### src/assert_macros.svh
// assertion macros for the pixel buffer range engine
// expects clk and rst (synchronous, active high) in the including scope
`ifndef ASSERT_MACROS_SVH
`define ASSERT_MACROS_SVH

// consequent holds in the same cycle as the antecedent
`define ASSERT_IMPL(lbl, ante, cons) \
  lbl: assert property (@(posedge clk) disable iff (rst) (ante) |-> (cons)) \
    else $error("assertion failed");

// consequent holds in the cycle after the antecedent
`define ASSERT_NEXT(lbl, ante, cons) \
  lbl: assert property (@(posedge clk) disable iff (rst) (ante) |=> (cons)) \
    else $error("assertion failed");

`endif

### src/lpbre_pkg.sv
// shared types and constants of the pixel buffer range engine
// no dependencies
package lpbre_pkg;

  localparam int PIXELS = 64;
  localparam int IDX_W  = (PIXELS > 1) ? $clog2(PIXELS) : 1;

  // command codes
  localparam logic [2:0] REQ_WRITE     = 3'd0;
  localparam logic [2:0] REQ_FILL      = 3'd1;
  localparam logic [2:0] REQ_ADD       = 3'd2;
  localparam logic [2:0] REQ_ROT_LEFT  = 3'd3;
  localparam logic [2:0] REQ_ROT_RIGHT = 3'd4;
  localparam logic [2:0] REQ_READ      = 3'd5;

  localparam logic STATUS_ACK = 1'b0;
  localparam logic STATUS_ERR = 1'b1;

  typedef struct packed {
    logic [2:0] req_type;
    logic [7:0] first_index;
    logic [7:0] last_index;
    logic [7:0] red_value;
    logic [7:0] green_value;
    logic [7:0] blue_value;
  } request_t;

  typedef struct packed {
    logic       status;
    logic [7:0] red_out;
    logic [7:0] green_out;
    logic [7:0] blue_out;
  } result_t;

  typedef struct packed {
    logic [7:0] red;
    logic [7:0] green;
    logic [7:0] blue;
  } pixel_t;

  typedef enum logic [2:0] {
    ST_IDLE,
    ST_READ,
    ST_FILL,
    ST_SCAN,
    ST_LAST
  } state_t;

endpackage

### src/led_pixel_buffer_range_engine_top.sv
// top level of the pixel buffer range engine: command sequencer around the pixel memory
// depends on lpbre_pkg and assert_macros.svh
//
// usage
//   a command beat is taken at a rising edge with start high and busy low.
//   every command gives exactly one result beat on result, marked by done
//   for one cycle; the receiver cannot stall, so results are never held.
//   write pixel and any rejected command are answered straight from idle;
//   read pixel passes through ST_READ; fill walks the range in ST_FILL;
//   add walks it in ST_SCAN; rotate left or right walks it in ST_SCAN and
//   then writes the saved end pixel back in ST_LAST.
//   busy stays high until the result beat is issued; the next command can be
//   taken in the cycle that done is high. one pixel moves per cycle, set by
//   the single write port of the pixel memory, so the run of a range command
//   grows with the length of its range.
//   reset clears the sequencer and one valid flag per pixel; a pixel whose
//   flag is clear reads as black, so the store is all zero right after reset
//   with no clearing pass.
module led_pixel_buffer_range_engine_top (
  input  logic               clk,
  input  logic               rst,
  input  logic               start,
  output logic               busy,
  input  lpbre_pkg::request_t request,
  output logic               done,
  output lpbre_pkg::result_t result
);

  `include "assert_macros.svh"

  localparam int IDX_W = lpbre_pkg::IDX_W;

  // pixel memory and valid flags
  lpbre_pkg::pixel_t mem [lpbre_pkg::PIXELS];
  logic [lpbre_pkg::PIXELS-1:0] valid;
  lpbre_pkg::pixel_t rd_data;
  logic              rd_valid;

  // sequencer registers
  lpbre_pkg::state_t   state, state_next;
  lpbre_pkg::request_t cmd, cmd_next;
  logic [IDX_W-1:0]    data_addr, data_addr_next;
  lpbre_pkg::pixel_t   tmp, tmp_next;
  logic                done_next;
  lpbre_pkg::result_t  result_next;

  // memory access controls
  logic              wr_en;
  logic [IDX_W-1:0]  wr_addr;
  lpbre_pkg::pixel_t wr_data;
  logic [IDX_W-1:0]  rd_addr;
  logic              rd_issue;

  // decoded input checks
  logic              first_ok, last_ok, range_ok;
  logic [IDX_W-1:0]  in_first, in_last, cmd_first, cmd_last;
  lpbre_pkg::pixel_t pix, cmd_color, sum;

  assign first_ok  = int'(request.first_index) < lpbre_pkg::PIXELS;
  assign last_ok   = int'(request.last_index) < lpbre_pkg::PIXELS;
  assign range_ok  = first_ok && last_ok && (request.last_index >= request.first_index);
  assign in_first  = request.first_index[IDX_W-1:0];
  assign in_last   = request.last_index[IDX_W-1:0];
  assign cmd_first = cmd.first_index[IDX_W-1:0];
  assign cmd_last  = cmd.last_index[IDX_W-1:0];
  assign cmd_color = '{red: cmd.red_value, green: cmd.green_value, blue: cmd.blue_value};

  // pixel as stored, black when never written
  assign pix = rd_valid ? rd_data : '0;

  // per-channel add with wrap
  assign sum.red   = pix.red + cmd.red_value;
  assign sum.green = pix.green + cmd.green_value;
  assign sum.blue  = pix.blue + cmd.blue_value;

  assign busy = (state != lpbre_pkg::ST_IDLE);

  // memory write and registered read
  always_ff @(posedge clk) begin
    if (wr_en) begin
      mem[wr_addr] <= wr_data;
    end
    rd_data <= mem[rd_addr];
  end

  // valid flags, cleared by reset
  always_ff @(posedge clk) begin
    if (rst) begin
      valid    <= '0;
      rd_valid <= 1'b0;
    end else begin
      if (wr_en) begin
        valid[wr_addr] <= 1'b1;
      end
      rd_valid <= valid[rd_addr];
    end
  end

  // sequencer registers
  always_ff @(posedge clk) begin
    if (rst) begin
      state <= lpbre_pkg::ST_IDLE;
      done  <= 1'b0;
    end else begin
      state <= state_next;
      done  <= done_next;
    end
    cmd       <= cmd_next;
    data_addr <= data_addr_next;
    tmp       <= tmp_next;
    result    <= result_next;
  end

  // next state, memory controls and result
  always_comb begin
    state_next     = state;
    cmd_next       = cmd;
    data_addr_next = data_addr;
    tmp_next       = tmp;
    done_next      = 1'b0;
    result_next    = result;
    wr_en          = 1'b0;
    wr_addr        = data_addr;
    wr_data        = cmd_color;
    rd_addr        = data_addr;
    rd_issue       = 1'b0;

    unique case (state)
      lpbre_pkg::ST_IDLE: begin
        if (start) begin
          cmd_next    = request;
          result_next = '{status: lpbre_pkg::STATUS_ERR, default: '0};
          unique case (request.req_type) inside
            lpbre_pkg::REQ_WRITE: begin
              wr_en              = first_ok;
              wr_addr            = in_first;
              wr_data            = '{red: request.red_value, green: request.green_value,
                                     blue: request.blue_value};
              result_next.status = lpbre_pkg::STATUS_ACK;
              done_next          = 1'b1;
            end
            lpbre_pkg::REQ_READ: begin
              if (first_ok) begin
                rd_addr        = in_first;
                rd_issue       = 1'b1;
                data_addr_next = in_first;
                state_next     = lpbre_pkg::ST_READ;
              end else begin
                done_next = 1'b1;
              end
            end
            lpbre_pkg::REQ_FILL: begin
              if (range_ok) begin
                data_addr_next = in_first;
                state_next     = lpbre_pkg::ST_FILL;
              end else begin
                done_next = 1'b1;
              end
            end
            lpbre_pkg::REQ_ADD, lpbre_pkg::REQ_ROT_LEFT: begin
              if (range_ok) begin
                rd_addr        = in_first;
                rd_issue       = 1'b1;
                data_addr_next = in_first;
                state_next     = lpbre_pkg::ST_SCAN;
              end else begin
                done_next = 1'b1;
              end
            end
            lpbre_pkg::REQ_ROT_RIGHT: begin
              if (range_ok) begin
                rd_addr        = in_last;
                rd_issue       = 1'b1;
                data_addr_next = in_last;
                state_next     = lpbre_pkg::ST_SCAN;
              end else begin
                done_next = 1'b1;
              end
            end
            default: begin
              done_next = 1'b1;
            end
          endcase
        end
      end

      // read data arrives, return it
      lpbre_pkg::ST_READ: begin
        result_next = '{status: lpbre_pkg::STATUS_ACK, red_out: pix.red,
                        green_out: pix.green, blue_out: pix.blue};
        done_next   = 1'b1;
        state_next  = lpbre_pkg::ST_IDLE;
      end

      // one pixel of the fill per cycle
      lpbre_pkg::ST_FILL: begin
        wr_en   = 1'b1;
        wr_addr = data_addr;
        wr_data = cmd_color;
        if (data_addr == cmd_last) begin
          result_next = '{status: lpbre_pkg::STATUS_ACK, default: '0};
          done_next   = 1'b1;
          state_next  = lpbre_pkg::ST_IDLE;
        end else begin
          data_addr_next = data_addr + 1'b1;
        end
      end

      // streamed read-modify-write, next read issued while this beat writes back
      lpbre_pkg::ST_SCAN: begin
        case (cmd.req_type)
          lpbre_pkg::REQ_ADD: begin
            wr_en   = 1'b1;
            wr_addr = data_addr;
            wr_data = sum;
            if (data_addr == cmd_last) begin
              result_next = '{status: lpbre_pkg::STATUS_ACK, default: '0};
              done_next   = 1'b1;
              state_next  = lpbre_pkg::ST_IDLE;
            end else begin
              rd_addr        = data_addr + 1'b1;
              rd_issue       = 1'b1;
              data_addr_next = rd_addr;
            end
          end
          lpbre_pkg::REQ_ROT_LEFT: begin
            if (data_addr == cmd_first) begin
              tmp_next = pix;
            end else begin
              wr_en   = 1'b1;
              wr_addr = data_addr - 1'b1;
              wr_data = pix;
            end
            if (data_addr == cmd_last) begin
              state_next = lpbre_pkg::ST_LAST;
            end else begin
              rd_addr        = data_addr + 1'b1;
              rd_issue       = 1'b1;
              data_addr_next = rd_addr;
            end
          end
          default: begin
            // rotate right walks downward from the last pixel
            if (data_addr == cmd_last) begin
              tmp_next = pix;
            end else begin
              wr_en   = 1'b1;
              wr_addr = data_addr + 1'b1;
              wr_data = pix;
            end
            if (data_addr == cmd_first) begin
              state_next = lpbre_pkg::ST_LAST;
            end else begin
              rd_addr        = data_addr - 1'b1;
              rd_issue       = 1'b1;
              data_addr_next = rd_addr;
            end
          end
        endcase
      end

      // saved end pixel goes to the far end of the range
      lpbre_pkg::ST_LAST: begin
        wr_en       = 1'b1;
        wr_addr     = (cmd.req_type == lpbre_pkg::REQ_ROT_LEFT) ? cmd_last : cmd_first;
        wr_data     = tmp;
        result_next = '{status: lpbre_pkg::STATUS_ACK, default: '0};
        done_next   = 1'b1;
        state_next  = lpbre_pkg::ST_IDLE;
      end

      default: begin
        state_next = lpbre_pkg::ST_IDLE;
      end
    endcase
  end

  // checks
  `ASSERT_IMPL(a_done_idle, done, !busy)
  `ASSERT_NEXT(a_write_one_cycle, start && !busy && request.req_type == lpbre_pkg::REQ_WRITE, done)
  `ASSERT_IMPL(a_err_black, done && result.status == lpbre_pkg::STATUS_ERR,
               result.red_out == 8'd0 && result.green_out == 8'd0 && result.blue_out == 8'd0)
  `ASSERT_IMPL(a_no_overlap, state == lpbre_pkg::ST_SCAN && wr_en && rd_issue, wr_addr != rd_addr)

endmodule
### config.mk
export PLATFORM = sky130hd
export DESIGN_NAME = led_pixel_buffer_range_engine_top
export DESIGN_NICKNAME = d
export VERILOG_FILES = /design/src/lpbre_pkg.sv /design/src/led_pixel_buffer_range_engine_top.sv
export VERILOG_INCLUDE_DIRS = /design/src /design/src/src
export SDC_FILE = /design/constraint.sdc
export NUM_CORES = 2
export LEC_CHECK = 0
export BUFFER_PORTS_ARGS = -buffer_cell sky130_fd_sc_hd__buf_4
export CORE_ASPECT_RATIO = 0.75
export CORE_UTILIZATION = 41
export CTS_CLUSTER_DIAMETER = 120
export DETAILED_ROUTE_END_ITERATION = 16
export GPL_TIMING_DRIVEN = 0
export MAX_ROUTING_LAYER = met4
export PLACE_DENSITY = 0.54
export SLEW_MARGIN = 20
export SYNTH_ARGS = -nofsm -noshare
export SYNTH_HDL_FRONTEND = slang
export SYNTH_SLANG_ARGS = --single-unit
### constraint.sdc
create_clock -name clk -period 9.8 [get_ports clk]
set_input_delay 1.47 -clock clk [delete_from_list [all_inputs] [get_ports clk]]
set_output_delay 1.47 -clock clk [all_outputs]
set_load 0.02 [all_outputs]
-- After elaboration in Yosys (flattened, before gate mapping)
Memories as Yosys holds them, arrays and structs flattened. A register that Yosys moved wholly into a read port is not among the register bits.
Index checks and enable logic that the tools add are counted.
- bits of input ports: 46
- register bits after elaboration: 163
- logic and storage cells: 137
- memories: 1
- latch bits: 0
- memory bits (writable): 1536
- bits in read-only memories: 0
- memory list (name ; words ; bits a word ; rd ports ; clocked after Yosys merged registers in ; wr ports ; line ; text):
    mem ; 64 ; 24 ; 1 ; 1 ; 1 ; led_pixel_buffer_range_engine_top.sv:34 ; lpbre_pkg::pixel_t mem [lpbre_pkg::PIXELS];
- mux-type cells: 61
- shift operators: 0
- div/mod/pow operators: 0
- equality and inequality tests: 23
- bitwise logic cells: 2
- add/sub/neg operators: 5
- multipliers: 0
- order comparisons: 6
- reduce and logical (&&, ||, !) cells: 21
- operators with widths (operator ; number):
    $mux 24 ; 7
    $pmux 25 s5 ; 1
    $pmux 24 s2 ; 2
    $mux 25 ; 3
    $pmux 24 s3 ; 1
    $pmux 6 s3 ; 4
    $mux 6 ; 11
    $or 64x64->64 ; 1
    $add 8x8->8 ; 3
    $pmux 6 s2 ; 2
    $mux 3 ; 7
    $eq 3x2->1 const B ; 6
    $pmux 3 s3 ; 2
    $lt 8x7->1 const B ; 2
    $lt 6x7->1 const B ; 2
    $mux 1 ; 14
    $eq 6x6->1 ; 2
    $ne 3x3->1 const B ; 4
    $ne 4x4->1 const B ; 3
    $eq 3x3->1 const B ; 3
    $ge 8x8->1 ; 1
    $reduce_or 2->1 ; 4
    $reduce_and 7->1 ; 1
    $add 6x1->6 const B ; 1
    21 further kinds ; 31

-- Depth between registers and ports, before layout
- word-level depth: 9
- gate-level depth with buffers: 18
- depth with buffers taken out: 15

-- Least setup slack after synthesis
No wires, ideal clock.
- path type: input -> register
- start point: input request[41] (netlist name)
- end point: memory mem[0][0] (netlist name) (data pin)
- arrival time: 5302 ps
- library setup time: 702 ps
- stages: 9
- buffers on the path: 3
- slack: 3796 ps
- cells stage by stage: buf_2 -> nor3_1 -> and2_1 -> clkbuf_1 -> clkbuf_1 -> nand2b_1 -> nand2_1 -> nor2_1 -> o21ai_0
- RTL lines (what ; line ; text):
    start, declared ; led_pixel_buffer_range_engine_top.sv:24 ; input lpbre_pkg::request_t request,
    end, declared ; led_pixel_buffer_range_engine_top.sv:34 ;

-- Worst setup path in the final report
- start point: input request[34] (netlist name)
- end point: register, netlist name rd_data[14]
- word-level cells in the longest chain between the ends: 7
- ends and longest elaborated chain (what ; line ; text):
    $lt 8x7->1 ; led_pixel_buffer_range_engine_top.sv:59 ; assign first_ok = int'(request.first_index) < lpbre_pkg::PIXELS;
    $logic_and 1x1->1 (2 in a row) ; led_pixel_buffer_range_engine_top.sv:61 ; assign range_ok = first_ok && last_ok && (request.last_index >= request.first_index);
    $mux 6, on equally long branches ; -- ;
    $pmux 6 s3 * ; led_pixel_buffer_range_engine_top.sv:133 ; unique case (request.req_type) inside
    $mux 6 * ; led_pixel_buffer_range_engine_top.sv:130 ; if (start) begin
    $pmux 6 s2 * ; led_pixel_buffer_range_engine_top.sv:128 ; unique case (state)
Mark *: on every way between the ends. The rest lies on a longest branch, timed or not.
A chain may end at the register's enable or synchronous reset.

==> impl_results.md <==
- Setup violators final: 0
- Unrepaired setup endpoints after global routing: false
- Ranking of synthesized cells by area: edfxtp_1 (69%), nand2_1 (6.0%), nand3_1 (3.9%)
- Clock latency at the later pin of the worst-skew pair: 0.83 ns
- Setup repair bufs after CTS: 0
- Total detailed-routing wirelength: 244000 um
- Vias in the first global route: 44324
- Net count reported at finish: 5878
- Count of input and output buffers: 72
- GR Overflow Total: 0
- Cells after DPL: 7888
- H-tree levels: 4
- Fraction of post-synthesis cell area in the top cell type by area: 69.0%
- Pwr Density: 244 nW/um2
- Clock buffers created by TritonCTS: 169
- Most used standard cell by instance count after synthesis: edfxtp_1
- Count of hold buffers inserted by post-cts repair: 0
- Outcome: completed
- Seq/Total Area, Yosys: 71.6%
- Standard-cell row count: 131
- Count of instances resized after the clock tree is built: 0
- Clock root buffer: clkbuf_16
- Vias per Instance: 5.92
- Area used by multi-input combinational logic: 18900 um2
- CTS tree: yes
- Cell area after synthesis: 70900 um2
- Clock Path Buffers: 3
- Number of maximum-capacitance violations: 0
- Worst-Margin Slew: 1.24 ns
- Unique masters post-synth: 75
- Most frequently used flop master after synthesis: edfxtp_1
- Path type of the worst min-delay path: reg2reg
- Die Y: 362 um
- Slew headroom: 17.1%
- Largest net degree at the start of global routing: 37
- I/O pin count: 73
- Leak Pwr: 0.0284 uW
- Routability cong.: 1.02
- Non-filler instance count after layout: 8217
- Crit path max fanout: 11
- Final-layout worst hold slack: 0.467 ns
- Max Clk Rate: 140 MHz
- Initial core utilization: 41.5%
- Core box area: 171000 um2
- Post-layout min period: 7.14 ns
- Total negative setup slack: 0 ns
- Kind of critical path: in2reg
- DP Wirelength: 177000 um
- Synthesized instance count: 5439
- Max-slew violation total from the final report: 0
- Overall Global Routing Usage: 28.5%
- Die outline area: 175000 um2
- First-pass GRT wire length: 341000 um
- Count of flip-flops with a built-in enable after synthesis: 1630
- Clock sink count: 1723
- Share of flip-flops with an asynchronous set or reset: 0%
- Overall die width: 482 um
- Count of antenna-violating nets left after detailed routing: 0
- Layout overhead on the synthesized area: 17.1%
- Startpoint Class: input port
- Fraction of layout cells with a size suffix above 1: 11.8%
- Detailed-route via count: 48674
- Final worst setup slack: 2.66 ns
- Arrival time at the worst endpoint: 7.76 ns
- Number of DRC markers after the initial detailed-route iteration: 7048
- Placement-stage worst setup slack: 2.28 ns
- Period Utilization, post-route: 72.8%
- Layout Skew: 0.0258 ns
- Synth top cells by count: edfxtp_1 (1630), nand2_1 (1141), nand3_1 (553), a21oi_1 (323), mux2i_1 (198)
- Number of fill cells: 14898
- Storage element area: 50800 um2
- Type of element capturing the critical path: flip-flop
- Avg Inst Size Synth: 13.0 um2
- Hold Fails Final Rpt: 0
- CTS clk-pin slew, worst paths: 0.06 ns
- Register bit count reported by yosys: 1723
- Worst vdd rail ir drop: 0.159 mV
- Post-detailed-route wirelength per cell: 29.7 um
- Required time at the endpoint of the critical path: 10.43 ns
- Mapped Nets: 5519
- Drt pass-1 iters: 8
- Antenna violations before repair: 21
- Cell type with the largest total area after synthesis: edfxtp_1
- Synthesis Warnings: 0
- Post-route DRC: 0
per-layer routing:
metal | part of all wire [%] | vias up | global-route usage (%)
met5 | 0 | - | -
met4 | 2.4 | 0 | 6.90
met3 | 11 | 326 | 7.08
met2 | 41 | 2557 | 37.2
met1 | 46 | 24671 | 43.7
li1 | - | 21120 | -
logic make-up after synthesis:
family / after synthesis / share of synthesized area [%]
AND/OR/NAND/NOR: 2013 / 12.3
multiplexers: 206 / 2.93
AO/OA/AOI/OAI: 970 / 9.18
adder cells (fa/ha/maj): 34 / 0.632
buffers and inverters: 454 / 2.87
XOR/XNOR: 39 / 0.503
flip-flops: 1723 / 71.6
through the flow:
stage,cell area (um2),utilization [%],power (uW)
floorplan,70900,-,11400
global placement,74300,43.5,13700
detailed placement,77700,45.4,13900
CTS,83000,48.5,20200
global route,83000,48.6,20800
finish,83000,48.6,20300
area by class of cell:
| cell class | count | area share [%] |
|---|---|---|
| Antenna cell | 22 | 0.0663 |
| Buffer | 360 | 2.03 |
| Clock buffer | 213 | 5.34 |
| Clock inverter | 94 | 1.05 |
| Inverter | 94 | 0.425 |
| Multi-Input combinational cell | 3262 | 22.7 |
| Sequential cell | 1723 | 61.2 |
| Tap cell | 2261 | 3.41 |
| Timing Repair Buffer | 188 | 3.77 |
power by group:
group | switching, uW | internal, uW | leakage (uW)
Combinational | 3930 | 1410 | 0.0103
Clock | 2880 | 3540 | 0.00260
Sequential | 46.9 | 8470 | 0.0155
placed cells by master, fill, tap and decap left out, drive strengths merged, types with 35 or more instances in the layout:
master	count
edfxtp	1630
nand2	1141
nand3	553
clkbuf	399
buf	362
a21oi	323
mux2i	198
nor2	165
inv	103
dfxtp	93
o21ai	90
a22oi	85
clkinv	70
o21a	68
a31oi	56
a211oi	54
o2111ai	52
a22o	50
a311oi	47
xnor2	35
sequential cells by signal, indices dropped and copies added (netlist names):
name,cells
mem,1536
valid,64
cmd,39
result,25
rd_data,24
tmp,24
data_addr,6
state,3
done,1
rd_valid,1
worst paths after layout:
path	cells after the start	to	slack, ns	from
hold / removal	1	valid[57]	0.47	valid[57]
setup reg to reg	17	rd_data[11]	3.25	data_addr[0]
hold reg to reg	1	valid[57]	0.47	valid[57]
setup / recovery	16	rd_data[14]	2.66	request[34]
critical path: stages:
cell and delay (ns):
buf_4 0.15, inv_1 0.09, ha_1 0.29, a21oi_1 0.16
a21oi_1 0.08, o211ai_1 0.52, o211ai_1 0.40, a21o_1 0.28
o211ai_1 0.29, buf_2 0.50, buf_2 0.49, clkbuf_1 0.80
a311oi_1 0.29, o21ai_0 0.75, nand4_1 0.48, or4_1 0.70
No activity file was read; power rests on OpenSTA's default activity.
